--- config.mk ---
export PLATFORM = sky130hd
export DESIGN_NAME = lpl_div
export DESIGN_NICKNAME = d
export VERILOG_FILES = /design/src/rtl/lpl_pkg.sv /design/src/rtl/lpl_div.sv
export SDC_FILE = /design/constraint.sdc
export NUM_CORES = 1
export LEC_CHECK = 0
export BUFFER_PORTS_ARGS = -buffer_cell sky130_fd_sc_hd__buf_2
export CORE_MARGIN = 2
export CORE_UTILIZATION = 50
export DETAILED_ROUTE_END_ITERATION = 8
export PLACE_DENSITY = 0.8
export SLEW_MARGIN = 20
export SYNTH_ARGS = -nofsm -noshare
export SYNTH_HDL_FRONTEND = slang
export SYNTH_SLANG_ARGS = --single-unit
--- constraint.sdc ---
create_clock -name clk -period 4.4 [get_ports clk]
set_input_delay 0 -clock clk [delete_from_list [all_inputs] [get_ports clk]]
set_output_delay 0 -clock clk [all_outputs]
set_load 0.01 [all_outputs]
--- src/rtl/lpl_pkg.sv ---
// ============================================================================
// lpl_pkg - shared types and constants of the lookahead peak limiter
// Fixed field widths, configuration register indexes, gain constants and
// the sequencer state encoding.
// ============================================================================
`default_nettype none

package lpl_pkg;

    // Fixed field widths
    localparam int FRAC_W    = 16;          // Q0.16 fraction bits
    localparam int GAIN_W    = 17;          // gain envelope, 65536 is unity
    localparam int CEIL_W    = 15;
    localparam int COEF_W    = 16;
    localparam int DELAY_W   = 8;
    localparam int CHAN_W    = 2;
    localparam int CFG_W     = 16;
    localparam int CFG_IDX_W = 2;
    localparam int ACC_W     = 2 * FRAC_W + 1;

    localparam logic [GAIN_W-1:0] UNITY_GAIN = 17'h10000;

    // Configuration register indexes
    localparam logic [CFG_IDX_W-1:0] CFG_CEILING = 2'd0;
    localparam logic [CFG_IDX_W-1:0] CFG_RELEASE = 2'd1;
    localparam logic [CFG_IDX_W-1:0] CFG_DELAY   = 2'd2;
    localparam logic [CFG_IDX_W-1:0] CFG_CHANNEL = 2'd3;

    // Reset values of the configuration registers
    localparam logic [CEIL_W-1:0]  CEILING_RST = 15'd31655;
    localparam logic [COEF_W-1:0]  RELEASE_RST = 16'd65522;
    localparam logic [DELAY_W-1:0] DELAY_RST   = 8'd240;
    localparam logic [CHAN_W-1:0]  CHANNEL_RST = 2'd2;

    // Sequencer states
    typedef enum logic [9:0] {
        ST_CLEAR  = 10'b00_0000_0001,
        ST_IDLE   = 10'b00_0000_0010,
        ST_DIV    = 10'b00_0000_0100,
        ST_MUL_CE = 10'b00_0000_1000,
        ST_MUL_CD = 10'b00_0001_0000,
        ST_ACC    = 10'b00_0010_0000,
        ST_ENV    = 10'b00_0100_0000,
        ST_MUL_L  = 10'b00_1000_0000,
        ST_MUL_R  = 10'b01_0000_0000,
        ST_FIN    = 10'b10_0000_0000
    } lpl_state_t;

endpackage

`default_nettype wire

--- src/rtl/lpl_div.sv ---
// ============================================================================
// lpl_div - serial restoring divider for the wanted gain
// Computes floor(ceiling * 65536 / peak) for peak above ceiling, one
// quotient bit per cycle.
// ============================================================================
`default_nettype none

module lpl_div
    import lpl_pkg::*;
#(
    parameter int SAMPLE_WIDTH = 16
) (
    input  wire logic                    clk,
    input  wire logic                    rst_n,
    input  wire logic                    start,
    input  wire logic [CEIL_W-1:0]       ceiling,
    input  wire logic [SAMPLE_WIDTH-1:0] peak,
    output logic                         done,
    output logic [FRAC_W-1:0]            quotient
);

    localparam int CNT_W = $clog2(FRAC_W);

    logic [SAMPLE_WIDTH-1:0] rem_reg, rem_next;
    logic [SAMPLE_WIDTH-1:0] dvs_reg, dvs_next;
    logic [FRAC_W-1:0]       q_reg, q_next;
    logic [CNT_W-1:0]        cnt_reg, cnt_next;
    logic                    busy_reg, busy_next;
    logic                    done_reg, done_next;
    logic [SAMPLE_WIDTH:0]   shifted;
    logic                    fits;

    // remainder stays below the divisor, so the shifted value needs one bit more
    assign shifted = {rem_reg, 1'b0};
    assign fits    = shifted >= {1'b0, dvs_reg};

    always_comb
    begin
        rem_next  = rem_reg;
        dvs_next  = dvs_reg;
        q_next    = q_reg;
        cnt_next  = cnt_reg;
        busy_next = busy_reg;
        done_next = 1'b0;
        if (start)
        begin
            // ceiling is below peak here, so it fits the remainder
            rem_next  = SAMPLE_WIDTH'(ceiling);
            dvs_next  = peak;
            cnt_next  = '0;
            busy_next = 1'b1;
        end
        else if (busy_reg)
        begin
            if (fits)
            begin
                rem_next = SAMPLE_WIDTH'(shifted - {1'b0, dvs_reg});
            end
            else
            begin
                rem_next = shifted[SAMPLE_WIDTH-1:0];
            end
            q_next   = {q_reg[FRAC_W-2:0], fits};
            cnt_next = cnt_reg + 1'b1;
            if (cnt_reg == CNT_W'(FRAC_W - 1))
            begin
                busy_next = 1'b0;
                done_next = 1'b1;
            end
        end
    end

    always_ff @(posedge clk or negedge rst_n)
    begin
        if (!rst_n)
        begin
            busy_reg <= 1'b0;
            done_reg <= 1'b0;
            cnt_reg  <= '0;
        end
        else
        begin
            busy_reg <= busy_next;
            done_reg <= done_next;
            cnt_reg  <= cnt_next;
        end
    end

    always_ff @(posedge clk)
    begin
        rem_reg <= rem_next;
        dvs_reg <= dvs_next;
        q_reg   <= q_next;
    end

    assign done     = done_reg;
    assign quotient = q_reg;

endmodule

`default_nettype wire

# Yosys cells after proc, flatten, opt, wreduce, memory -nomap -nowiden
# Index checks and enable logic that the tools add are counted.
[word_totals]
rom_bits = 0
n_memories = 0
regBits = 54
mem_bits_rw = 0
latch_bits = 0
elab_cells = 25
inputBits = 34
output_inout_bits = 17
[classes]
n_addsub = 2
n_eq_ne = 1
n_mux = 11
bitwise_logic = 1
n_reduce_logical = 2
n_lt_le_gt_ge = 1
n_mul = 0
n_div = 0
shifts = 0
[ops]
columns = ["op", "count"]
rows = [
  ["2-to-1 mux 15 bit", 2],
  ["greater-or-equal comparator 17 x 16 -> 1 bit", 1],
  ["2-to-1 mux 16 bit", 1],
  ["subtractor 16 bit", 1],
  ["2-to-1 mux 4 bit", 2],
  ["2-to-1 mux 1 bit", 6],
  ["adder 4 x 1 -> 4 bit (second input constant)", 1],
  ["== test 4 bit (second input constant)", 1],
  ["AND reduction 2 bit", 1],
  ["nonzero test 2 bit", 1],
  ["inverter 1 bit", 1],
]

# Logic depth before layout (Yosys ltp)
[logic_depth]
depth_word = 4
depth_mapped = 12
depth_no_buf = 10

# Least setup slack after synthesis
# Ideal clock, no wire load.
[synth_path]
path_type = "reg2reg"
startpoint = "register rem_reg[2]"
endpoint = "register rem_reg[10] (data pin)"
required_time_ns = 4.139
stages_incl_launch_ff = 10
period_less_slack_ns = 2.480
path_buffers = 2
setup_slack_ns = 1.920
arrival_time_ns = 2.219
setup_time_ns = 0.261
path_cell_list = "edfxtp_1 ha_1 o211ai_1 a21oi_2 nor2_1 o31a_1 o311a_1 buf_6 buf_2 a221o_1"
[synth_between]
elab_chain_len = 4
word_cells_on_any_way = 5
cone_classes = "add/sub: 1; order compare: 1; mux: 3"
[synth_rtl]
columns = ["item", "line_no", "source"]
rows = [
  ["start, declared", "lpl_div.sv:24", "logic [SAMPLE_WIDTH-1:0] rem_reg, rem_next;"],
  ["start signal, assigned", "lpl_div.sv:91", "rem_reg <= rem_next;"],
  ["subtractor 16 bit / greater-or-equal comparator 17 x 16 -> 1 bit (equally long branches)", "lpl_div.sv:57, lpl_div.sv:35", ""],
  ["2-to-1 mux 16 bit *", "lpl_div.sv:55", "if (fits)"],
  ["2-to-1 mux 15 bit *", "lpl_div.sv:53", "else if (busy_reg)"],
  ["2-to-1 mux 15 bit *", "lpl_div.sv:45", "if (start)"],
  ["via rem_next[10]", "lpl_div.sv:24", ""],
]
# Mark *: on every way through the listed nets, which the timed path passes. The rest lies on a longest branch. The select of a mux whose other input is x is not followed.
# A chain may end at the register's enable or synchronous reset.

# Final worst setup path
[layout_path]
startpoint = "register rem_reg[0]"
endpoint = "register rem_reg[7] (data pin)"
# The elaborated chain is that of the path after synthesis.

==> flow_summary.yaml <==
timing:
  fin_crit_ns: 3.31
  hold_viol_final: 0
  tns_ns: 0
  fin_ws_ns: 1.09
  fmax_mhz: 302
  period_share_pct: 75.3
  rsz0062_at_grt: "no"
  finalClockSkew_ns: 0.00423
  final_max_slew_viol_count: 0
  setup_viol: 0
  tightest_slew_ns: 0.683
  slew_headroom_pct: 53.3
die:
  core_area_mm2: 0.00551
  dieWidth_um: 79.6
  pin_count: 51
  die_area_mm2: 0.00633
  start_util_pct: 51.8
  fp.dieH_um: 79.6
  row_count: 27
clocking:
  clkSinkCount: 54
  h-tree-depth: 2
  path_clk_slew_ns: 0.09
  clk_latency_ns: 0.31
  cts_tree: "yes"
  cts_max_path_buffers: 2
  root_buffer: "clkbuf_8"
  cts_inserted_buffers: 5
  post_cts_resized: 0
logic_synthesis:
  synth_top_area_cell: "edfxtp_1"
  synth_ff_type: "edfxtp_1"
  synth_cell_types: 44
  synth_area_mm2: 0.00285
  yosysSeqAreaShare_pct: 55.4
  yosysMostFrequentCell: "edfxtp_1"
  synth_cells: 247
  syn_nets: 299
  synth_edf_count: 47
  yosys_warnings: 0
  synth.area.top_cells: "edfxtp_1 (49%), ha_1 (7.5%), dfrtp_1 (5.3%)"
  synthArstFlopShare_pct: 11.1
  synth_commonest_cells: "edfxtp_1 (47), nand2_1 (22), inv_1 (19), ha_1 (17), a21oi_1 (14)"
  ys_ff_latch: 54
  synth_top_cell_area_share_pct: 49.5
  synth_area_per_cell_um2: 11.6
finish:
  instances_no_fill: 395
  area.sequential_mm2: 0.00158
  utilization_pct: 64.3
  final_net_count: 374
  drive_gt1_share_pct: 19.8
  multi_input_area_mm2: 0.00115
  fillers: 438
  antenna_cells: 0
  syn2layout_area_growth_pct: 24.2
critical_path:
  crit_path_max_fanout: 15
  worstPathArrival_ns: 3.38
  critPathKind: "reg2reg"
  cp-start-kind: "flop"
  worstSetupEndpointType: "flop"
  cp.required_ns: 4.47
grt:
  grt_max_degree: 39
  grt_pass1_vias: 2066
  grt-ovfl-total: 0
  antenna_found_initial: 0
  gr-usage-all-layers_pct: 18.4
  grt_pass1_wl_mm: 9.07
pwr:
  power_density_mw_per_mm2: 532
  comb_power_share_pct: 43.6
  pwr-share-clk_pct: 17.4
  p_switching_w: 0.000676
  p_leak_nw: 1.50
  design_power_total_w: 0.00189
  seqPwrFrac_pct: 39.0
  p_sw_share_pct: 35.9
  vdd_drop_max_mv: 0.316
  internal_power_w: 0.00121
outcome:
  status: "complete, no violations"
routing:
  routed_wl_mm: 5.42
  drcViolationCount: 0
  post_drt_wl_per_cell_um: 13.7
  ant_nets: 0
  dr.first_iter.drc_count: 148
  vias_per_cell: 5.38
  first_pass_iters: 5
  vias: 2125
placed_design:
  portBuffers: 50
  hpwl_mm: 3.87
  place.gp.congestion: 0.888
  place_ws_ns: 1.17
  dpl.cell_count: 360
worst_hold_path:
  hp-class: "in2reg"
run:
  cap_viol_max_count: 0
==> worst max-delay path, stage by stage (launching register included) <==
cell and delay (ns):
edfxtp_1 0.46, ha_1 0.35, ha_1 0.19, nand4_1 0.10
nor4_1 0.06, a2111oi_0 0.63, o311a_1 0.64, buf_4 0.31
nor3_1 0.07, a221o_1 0.27
==> cells in the final DEF, fill, tap and decap left out, types with 6 or more instances in the layout <==
master,count
nor2b_1,8
a21oi_1,14
a21o_1,6
edfxtp_1,47
nand2_1,22
nand4_1,7
xor2_1,10
dlygate4sd3_1,27
dfrtp_1,6
nor2_1,11
buf_2,50
inv_1,19
ha_1,17
o21ai_0,9
==> per-stage QoR <==
step	hold slack [ns]	cell area (µm²)
floorplan	-0.296	2850
global placement	-0.169	3160
finish	0.00717	3540
CTS	0.00272	3540
detailed placement	-0.165	3160
global route	0.0246	3540
==> cells by family after synthesis <==
family,Yosys count,synth area share [%]
and+or+nand+nor,68,12.1
AOI/OAI and AO/OA,57,13.9
DFF,54,55.4
xor gates and xnor gates,15,4.60
muxes,4,1.40
buffers and inverters,31,4.43
adders and majority gates,18,8.15
==> repair_timing <==
item	4_1_cts	5_1_grt
endpoints found under the hold margin	32	0
setup buffers	0	0
endpoints found under the setup margin	0	0
hold buffers	27	0
==> final timing paths <==
check	endpoint	depth (start not counted)	slack, ns	startpoint
max in group asynchronous	done$_DFF_PN0_	2	4.22	rst_n
min in group asynchronous	cnt_reg[0]$_DFFE_PN0P_	2	0.04	rst_n
min reg2reg	quotient[3]$_DFFE_PP_	0	0.45	quotient[2]$_DFFE_PP_
max	rem_reg[7]$_DFFE_PP_	9	1.09	rem_reg[0]$_DFFE_PP_
max reg2reg	rem_reg[7]$_DFFE_PP_	9	1.09	rem_reg[0]$_DFFE_PP_
min	rem_reg[3]$_DFFE_PP_	3	0.007	ceiling[3]
==> per-layer routing <==
| metal | track usage [%] | share of wire [%] | vias to the layer above |
|---|---|---|---|
| li1 | - | - | 1057 |
| met2 | 31.6 | 48 | 55 |
| met3 | 3.51 | 4.2 | 6 |
| met5 | 0 | 0 | - |
| met1 | 23.2 | 46 | 1007 |
| met4 | 6.55 | 1.5 | 0 |
==> power by group through the flow <==
stage / registers (W) / logic, W / clock network, W
after global placement: 0.000739 / 0.000772 / 0
after floorplan: 0.000737 / 0.000632 / 0
after detailed placement: 0.000746 / 0.000788 / 0
after global routing: 0.000748 / 0.000918 / 0.000356
after CTS: 0.000735 / 0.000816 / 0.000342
final: 0.000735 / 0.000822 / 0.000329
==> area by class of cell <==
class                      instances  area share [%]
inverter                          19            2.01
multi-input combinational        162            32.3
sequential                        54            44.6
clock inverter                     2            1.09
timing repair buffer              80            15.3
tap                               72            2.54
clock buffer                       6            2.05
Power figures use the tool's default switching activity.
