[src/rtl/lpl_ram.sv]
// ============================================================================
// lpl_ram - generic single-write, single-read RAM
// One write port and one read port, read data registered.
// ============================================================================
`default_nettype none

module lpl_ram #(
    parameter int WIDTH = 16,
    parameter int DEPTH = 256
) (
    input  wire logic                     clk,
    input  wire logic                     we,
    input  wire logic [$clog2(DEPTH)-1:0] waddr,
    input  wire logic [WIDTH-1:0]         wdata,
    input  wire logic                     re,
    input  wire logic [$clog2(DEPTH)-1:0] raddr,
    output logic      [WIDTH-1:0]         rdata
);

    logic [WIDTH-1:0] mem [DEPTH];

    always_ff @(posedge clk)
    begin
        if (we)
        begin
            mem[waddr] <= wdata;
        end
        if (re)
        begin
            rdata <= mem[raddr];
        end
    end

endmodule

`default_nettype wire

[config.mk]
export PLATFORM = sky130hd
export DESIGN_NAME = lpl_ram
export DESIGN_NICKNAME = d
export VERILOG_FILES = /design/src/rtl/lpl_ram.sv
export SDC_FILE = /design/constraint.sdc
export NUM_CORES = 2
export LEC_CHECK = 0
export BUFFER_PORTS_ARGS = -buffer_cell sky130_fd_sc_hd__buf_2
export CAP_MARGIN = 20
export CORE_MARGIN = 2
export CORE_UTILIZATION = 35
export CTS_BUF_LIST = sky130_fd_sc_hd__clkbuf_8
export CTS_CLUSTER_DIAMETER = 30
export CTS_CLUSTER_SIZE = 30
export DETAILED_ROUTE_END_ITERATION = 12
export PLACE_DENSITY = 0.49
export SLEW_MARGIN = 5
export SYNTH_ARGS = -nofsm -noshare
export SYNTH_HDL_FRONTEND = slang
export SYNTH_SLANG_ARGS = --single-unit
[constraint.sdc]
create_clock -name clk -period 4.05 [get_ports clk]
set_input_delay 0.2025 -clock clk [delete_from_list [all_inputs] [get_ports clk]]
set_output_delay 0.2025 -clock clk [all_outputs]
set_load 0.1 [all_outputs]
# [Word level (Yosys, flattened, before mapping)]
# Memory sizes are Yosys's and may differ from the RTL's. A register that Yosys moved wholly into a read port is not among the register bits.
# Cells that the tools add are included.
[totals] regBits=0 ram_bits=4096 latch_bits=0 output_inout_bits=16 inputBits=35 wordCells=3 n_memories=1 rom_bits=0
[op_classes] reduce_logical=0 shift=0 n_lt_le_gt_ge=0 multipliers=0 mux=2 bitwise=0 div=0 addsub=0 n_eq_ne=0
[memory_table] name="mem" words=256 word_bits=16 rd=1 rd_clocked_by_memory_dff=1 wr=1 line="20" text="logic [WIDTH-1:0] mem [DEPTH];"
[ops] op="$mux 1" count=2

# [Longest topological paths before layout]
[logic_depth] word_depth=2 ltp_mapped=12 depth_no_buf=6

# [Worst setup path before layout]
# OpenSTA, ideal clock, no wires.
[synth_timing] kind="input port to flip-flop" start="input raddr[0]" end="register rdata[4], read port of mem, data pin" setup_ns=0.265 required_time_ns=3.785 setup_slack_ns=1.599 n_path_buf=3 t_arrival_ns=2.186 cell_stages=8 cell_sequence="buf_6 -> buf_6 -> buf_2 -> mux4_2 -> mux4_2 -> a22o_1 -> o32ai_2 -> nor4_2"
[synth_rtl] item="from (decl)" line="16" text="input wire logic [$clog2(DEPTH)-1:0] raddr,"
[synth_rtl] item="to (decl)" line="17" text="output logic [WIDTH-1:0] rdata"

==> flow_results.xml <==
<?xml version="1.0" encoding="UTF-8"?>
<metrics>
  <group name="critical_path">
    <metric name="crit_arrival" unit="ns">4.26</metric>
    <metric name="r2r-end" unit="">rdata[12]$_DFFE_PP_</metric>
    <metric name="timing_worst_setup_path_type" unit="">input port to flop</metric>
    <metric name="worst-endpoint-required" unit="ns">5.07</metric>
    <metric name="timing.critical_path.from" unit="">raddr[2]</metric>
    <metric name="internal_reg_to_reg_setup_slack" unit="ns">1.13</metric>
    <metric name="critPathLaunchType" unit="">input port</metric>
    <metric name="rr_worst_depth" unit="">10</metric>
    <metric name="setup.worst_path.end_class" unit="">flop</metric>
    <metric name="critical_path.endpoint" unit="">rdata[8]$_DFFE_PP_</metric>
    <metric name="timing.critical_path.fanout_max" unit="">26</metric>
    <metric name="regToRegStartpoint" unit="">mem[129][12]$_DFFE_PP_</metric>
  </group>
  <group name="status">
    <metric name="outcome" unit="">complete, no violations</metric>
  </group>
  <group name="global_routing">
    <metric name="first_pass_grt_wire_length" unit="mm">659</metric>
    <metric name="grt-ovfl-total" unit="">0</metric>
    <metric name="largest_net_degree_at_the_start_of_global_routing" unit="">120</metric>
    <metric name="first_global_vias" unit="">83800</metric>
    <metric name="gr-max-usage-layer" unit="">met2</metric>
    <metric name="grt_use_met2" unit="%">33.1</metric>
    <metric name="grt.met1_usage" unit="%">27.9</metric>
    <metric name="globalRouteTotalUtil" unit="%">20.2</metric>
    <metric name="grt_antenna_before_repair" unit="">34</metric>
    <metric name="grt_util_met3" unit="%">3.22</metric>
  </group>
  <group name="floorplan">
    <metric name="floorplan.die_area" unit="sq um">459000</metric>
    <metric name="starting_utilization_of_the_core_area" unit="%">35.1</metric>
    <metric name="ioPinCount" unit="">51</metric>
    <metric name="dieHeight" unit="microns">678</metric>
    <metric name="placeableCoreArea" unit="sq um">452000</metric>
    <metric name="die_width" unit="microns">678</metric>
    <metric name="fp-row-count" unit="">247</metric>
  </group>
  <group name="logic_synthesis">
    <metric name="synth.lib_cells_used.distinct" unit="">51</metric>
    <metric name="seq_area_frac_synth" unit="%">77.7</metric>
    <metric name="postSynth.asyncResetShare" unit="%">0</metric>
    <metric name="synthesized_net_count" unit="">7395</metric>
    <metric name="yosys.area_share.simple" unit="%">1.57</metric>
    <metric name="yosys.area_share.adder" unit="%">0</metric>
    <metric name="mappedNetlistArea" unit="sq um">159000</metric>
    <metric name="synthXorXnorAreaFrac" unit="%">0</metric>
    <metric name="synth-warning-count" unit="">0</metric>
    <metric name="netlist_top_cells_area" unit="">sky130_fd_sc_hd__edfxtp_1, sky130_fd_sc_hd__mux4_2, sky130_fd_sc_hd__mux2i_1</metric>
    <metric name="post_synth_inst_count" unit="">7360</metric>
    <metric name="syn-mean-instance-area" unit="sq um">21.6</metric>
    <metric name="synth_flop_cell" unit="">sky130_fd_sc_hd__edfxtp_1</metric>
    <metric name="compound_gate_portion_of_the_synthesized_area" unit="%">3.53</metric>
    <metric name="synth_top_area_cell" unit="">sky130_fd_sc_hd__edfxtp_1</metric>
    <metric name="synth_register_bits" unit="">4112</metric>
    <metric name="dominant_combinational_cell_family_by_area_after_synthesis" unit="">multiplexers</metric>
    <metric name="yosysTopAreaCellShare" unit="%">77.7</metric>
    <metric name="synth_edf_count" unit="">4112</metric>
    <metric name="synth.mux.area_fraction" unit="%">15.5</metric>
  </group>
  <group name="timing">
    <metric name="worst_pin_slew" unit="ns">1.47</metric>
    <metric name="setup_viol" unit="">0</metric>
    <metric name="slew_headroom" unit="%">2.05</metric>
    <metric name="hold-worst-slack" unit="ns">0.0840</metric>
    <metric name="setup_skew_after_layout" unit="ns">0.0651</metric>
    <metric name="final.setup.tns" unit="ns">0</metric>
    <metric name="finalWorstPathRequiredPeriod" unit="ns">3.25</metric>
    <metric name="report.final.hold_viol_count" unit="">0</metric>
    <metric name="final_min_period_over_clock_period" unit="%">80.2</metric>
    <metric name="setup_repair_after_global_routing_missed_its_margin" unit="">no</metric>
    <metric name="drv_slew" unit="">0</metric>
    <metric name="clock.fmax" unit="MHz">308</metric>
  </group>
  <group name="routing">
    <metric name="drtIter0Drc" unit="">8662</metric>
    <metric name="drt-wirelength-per-cell" unit="microns">31.3</metric>
    <metric name="remaining_drc_errors" unit="">0</metric>
    <metric name="avgViaCountPerCell" unit="">5.40</metric>
    <metric name="firstDrtPassIters" unit="">6</metric>
    <metric name="num_vias" unit="">81900</metric>
    <metric name="drt-total-wl" unit="mm">475</metric>
    <metric name="antenna_left" unit="">0</metric>
  </group>
  <group name="clocking">
    <metric name="clock_sink_count" unit="">4112</metric>
    <metric name="cts_htree_levels" unit="">6</metric>
    <metric name="tritoncts" unit="">built</metric>
    <metric name="cts-root-to-sink-buffers" unit="">4</metric>
    <metric name="worstSkewPairLatency" unit="ns">1.26</metric>
    <metric name="cts.clk_slew.worst_paths" unit="ns">0.06</metric>
    <metric name="cts_post_setup_buffers_inserted" unit="">0</metric>
    <metric name="cts_resized" unit="">0</metric>
    <metric name="cts_hold_buffers" unit="">47</metric>
    <metric name="cts.root.buffer_cell" unit="">sky130_fd_sc_hd__clkbuf_8</metric>
    <metric name="cts_inserted_buffers" unit="">785</metric>
  </group>
  <group name="layout">
    <metric name="finish.utilization" unit="%">41.9</metric>
    <metric name="fillers" unit="">39700</metric>
    <metric name="syn2layout_area_growth" unit="%">19.4</metric>
    <metric name="layout.cells.non_filler" unit="">15200</metric>
    <metric name="layout-drive-gt1-share" unit="%">33.9</metric>
    <metric name="nets" unit="">8527</metric>
  </group>
  <group name="placement">
    <metric name="io_buffers" unit="">50</metric>
    <metric name="gp_congestion" unit="">0.824</metric>
    <metric name="dpl.cell_count" unit="">13600</metric>
    <metric name="hpwl" unit="mm">285</metric>
  </group>
  <group name="power">
    <metric name="worst_ir_drop_vdd" unit="mV">0.317</metric>
    <metric name="power.density_cell_area" unit="nW/um^2">516</metric>
    <metric name="leakage" unit="nW">61.2</metric>
  </group>
  <group name="hold_path">
    <metric name="min_path_type" unit="">input port to flop</metric>
  </group>
  <group name="job">
    <metric name="max-cap-violations" unit="">0</metric>
  </group>
</metrics>
cells by family after synthesis:
logic type             count (synthesis)
flip-flops                          4112
multiplexers                        1450
AO/OA/AOI/OAI                        786
AND/OR/NAND/NOR                      556
buffers and inverters                456
per-layer routing:
| layer | share of wire (%) | vias up |
|---|---|---|
| li1 | - | 33900 |
| met1 | 42 | 44200 |
| met2 | 48 | 3181 |
| met3 | 6.3 | 682 |
| met4 | 2.8 | 8 |
| met5 | 0.011 | - |
worst max-delay path: stages:
cell and delay (ns):
sky130_fd_sc_hd__dlygate4sd3_1 0.55, sky130_fd_sc_hd__clkbuf_8 0.20, sky130_fd_sc_hd__or2_4 0.41, sky130_fd_sc_hd__buf_4 0.25, sky130_fd_sc_hd__buf_12 0.17, sky130_fd_sc_hd__buf_4 0.21, sky130_fd_sc_hd__o221ai_1 0.44, sky130_fd_sc_hd__a21oi_1 0.26
sky130_fd_sc_hd__nor2_1 0.50, sky130_fd_sc_hd__nand4_1 0.50, sky130_fd_sc_hd__nor4_1 0.46
sequential cells by signal, summed over array words and instances (netlist names):
register,cells
rdata,16
mem,4096
cell usage in the layout (no fill, tap or decap), types with 9 or more instances in the layout:
master / n
sky130_fd_sc_hd__edfxtp_1: 4112
sky130_fd_sc_hd__mux4_2: 797
sky130_fd_sc_hd__clkbuf_8: 793
sky130_fd_sc_hd__buf_4: 592
sky130_fd_sc_hd__mux2i_1: 565
sky130_fd_sc_hd__o221ai_1: 252
sky130_fd_sc_hd__a21oi_1: 175
sky130_fd_sc_hd__nor2_2: 157
sky130_fd_sc_hd__o22ai_1: 148
sky130_fd_sc_hd__nor2_1: 146
sky130_fd_sc_hd__clkinv_2: 129
sky130_fd_sc_hd__bufinv_16: 119
sky130_fd_sc_hd__clkinvlp_4: 112
sky130_fd_sc_hd__buf_12: 109
sky130_fd_sc_hd__clkinv_1: 102
sky130_fd_sc_hd__nor3_1: 90
sky130_fd_sc_hd__mux2_2: 88
sky130_fd_sc_hd__inv_1: 82
sky130_fd_sc_hd__clkinv_4: 54
sky130_fd_sc_hd__inv_6: 48
sky130_fd_sc_hd__dlygate4sd3_1: 44
sky130_fd_sc_hd__a22oi_1: 43
sky130_fd_sc_hd__nand2_1: 37
sky130_fd_sc_hd__o21ai_0: 37
sky130_fd_sc_hd__a22o_1: 32
sky130_fd_sc_hd__buf_2: 29
sky130_fd_sc_hd__a221oi_1: 28
sky130_fd_sc_hd__nand4_1: 26
sky130_fd_sc_hd__nand3_1: 26
sky130_fd_sc_hd__diode_2: 23
sky130_fd_sc_hd__o32ai_1: 19
sky130_fd_sc_hd__a211oi_1: 18
sky130_fd_sc_hd__buf_8: 18
sky130_fd_sc_hd__nor4_1: 17
sky130_fd_sc_hd__inv_8: 16
sky130_fd_sc_hd__o31ai_1: 16
sky130_fd_sc_hd__and3_1: 11
sky130_fd_sc_hd__nor2b_1: 9
sky130_fd_sc_hd__nand3_2: 9
worst min-delay path by stage:
| stage | startpoint | slack [ns] | cells after the start | endpoint |
|---|---|---|---|---|
| 6_report | wdata[0] | 0.08 | 2 | mem[230][0]$_DFFE_PP_ |
| 5_1_grt | wdata[13] | 0.04 | 2 | mem[87][13]$_DFFE_PP_ |
| 4_1_cts | wdata[13] | 0.005 | 2 | mem[87][13]$_DFFE_PP_ |
| 3_5_place_dp | wdata[8] | 0.67 | 1 | mem[211][8]$_DFFE_PP_ |
| 3_3_place_gp | wdata[8] | 0.67 | 1 | mem[210][8]$_DFFE_PP_ |
| 2_1_floorplan | wdata[0] | 0.30 | 0 | mem[0][0]$_DFFE_PP_ |
Yosys cell counts, types with 18 or more instances:
cell                       number
sky130_fd_sc_hd__edfxtp_1    4112
sky130_fd_sc_hd__mux4_2       797
sky130_fd_sc_hd__mux2i_1      565
sky130_fd_sc_hd__nor2_1       304
sky130_fd_sc_hd__o221ai_1     252
sky130_fd_sc_hd__clkbuf_1     230
sky130_fd_sc_hd__a21oi_1      175
sky130_fd_sc_hd__o22ai_1      148
sky130_fd_sc_hd__nor3_1        92
sky130_fd_sc_hd__mux2_2        88
sky130_fd_sc_hd__buf_6         77
sky130_fd_sc_hd__buf_2         76
sky130_fd_sc_hd__a22oi_1       43
sky130_fd_sc_hd__nand2_1       38
sky130_fd_sc_hd__o21ai_0       37
sky130_fd_sc_hd__nand3_1       35
sky130_fd_sc_hd__a22o_1        32
sky130_fd_sc_hd__a221oi_1      28
sky130_fd_sc_hd__buf_1         27
sky130_fd_sc_hd__buf_4         26
sky130_fd_sc_hd__nand4_1       26
sky130_fd_sc_hd__o32ai_1       20
sky130_fd_sc_hd__a211oi_1      18
final cells by class:
class | count | area, sq um | area share, %
flip-flops and latches | 4112 | 123000 | 65.1
clock buffers | 792 | 10900 | 5.75
clock inverters | 669 | 6960 | 3.67
multi-input cells | 2792 | 33200 | 17.5
inverters | 4 | 27.5 | 0.0145
diodes | 23 | 57.6 | 0.0303
well taps | 5976 | 7480 | 3.94
repair buffers | 797 | 7570 | 3.99
metrics by stage:
stage / area, sq um / setup slack [ns] / total power, mW
6_report: 190000 / 0.802 / 97.8
5_1_grt: 190000 / 0.885 / 101
4_1_cts: 190000 / 0.967 / 98.7
3_5_place_dp: 171000 / -0.127 / 52.9
3_3_place_gp: 171000 / -0.116 / 52.8
2_1_floorplan: 159000 / 1.60 / 50.3
power by group:
part	internal, mW	switching [mW]	total, mW
sequential	47.0	0.0715	47.0
combinational	1.70	3.25	4.95
clock	26.5	19.3	45.8
Note: power is estimated with default switching activity, not from simulation.
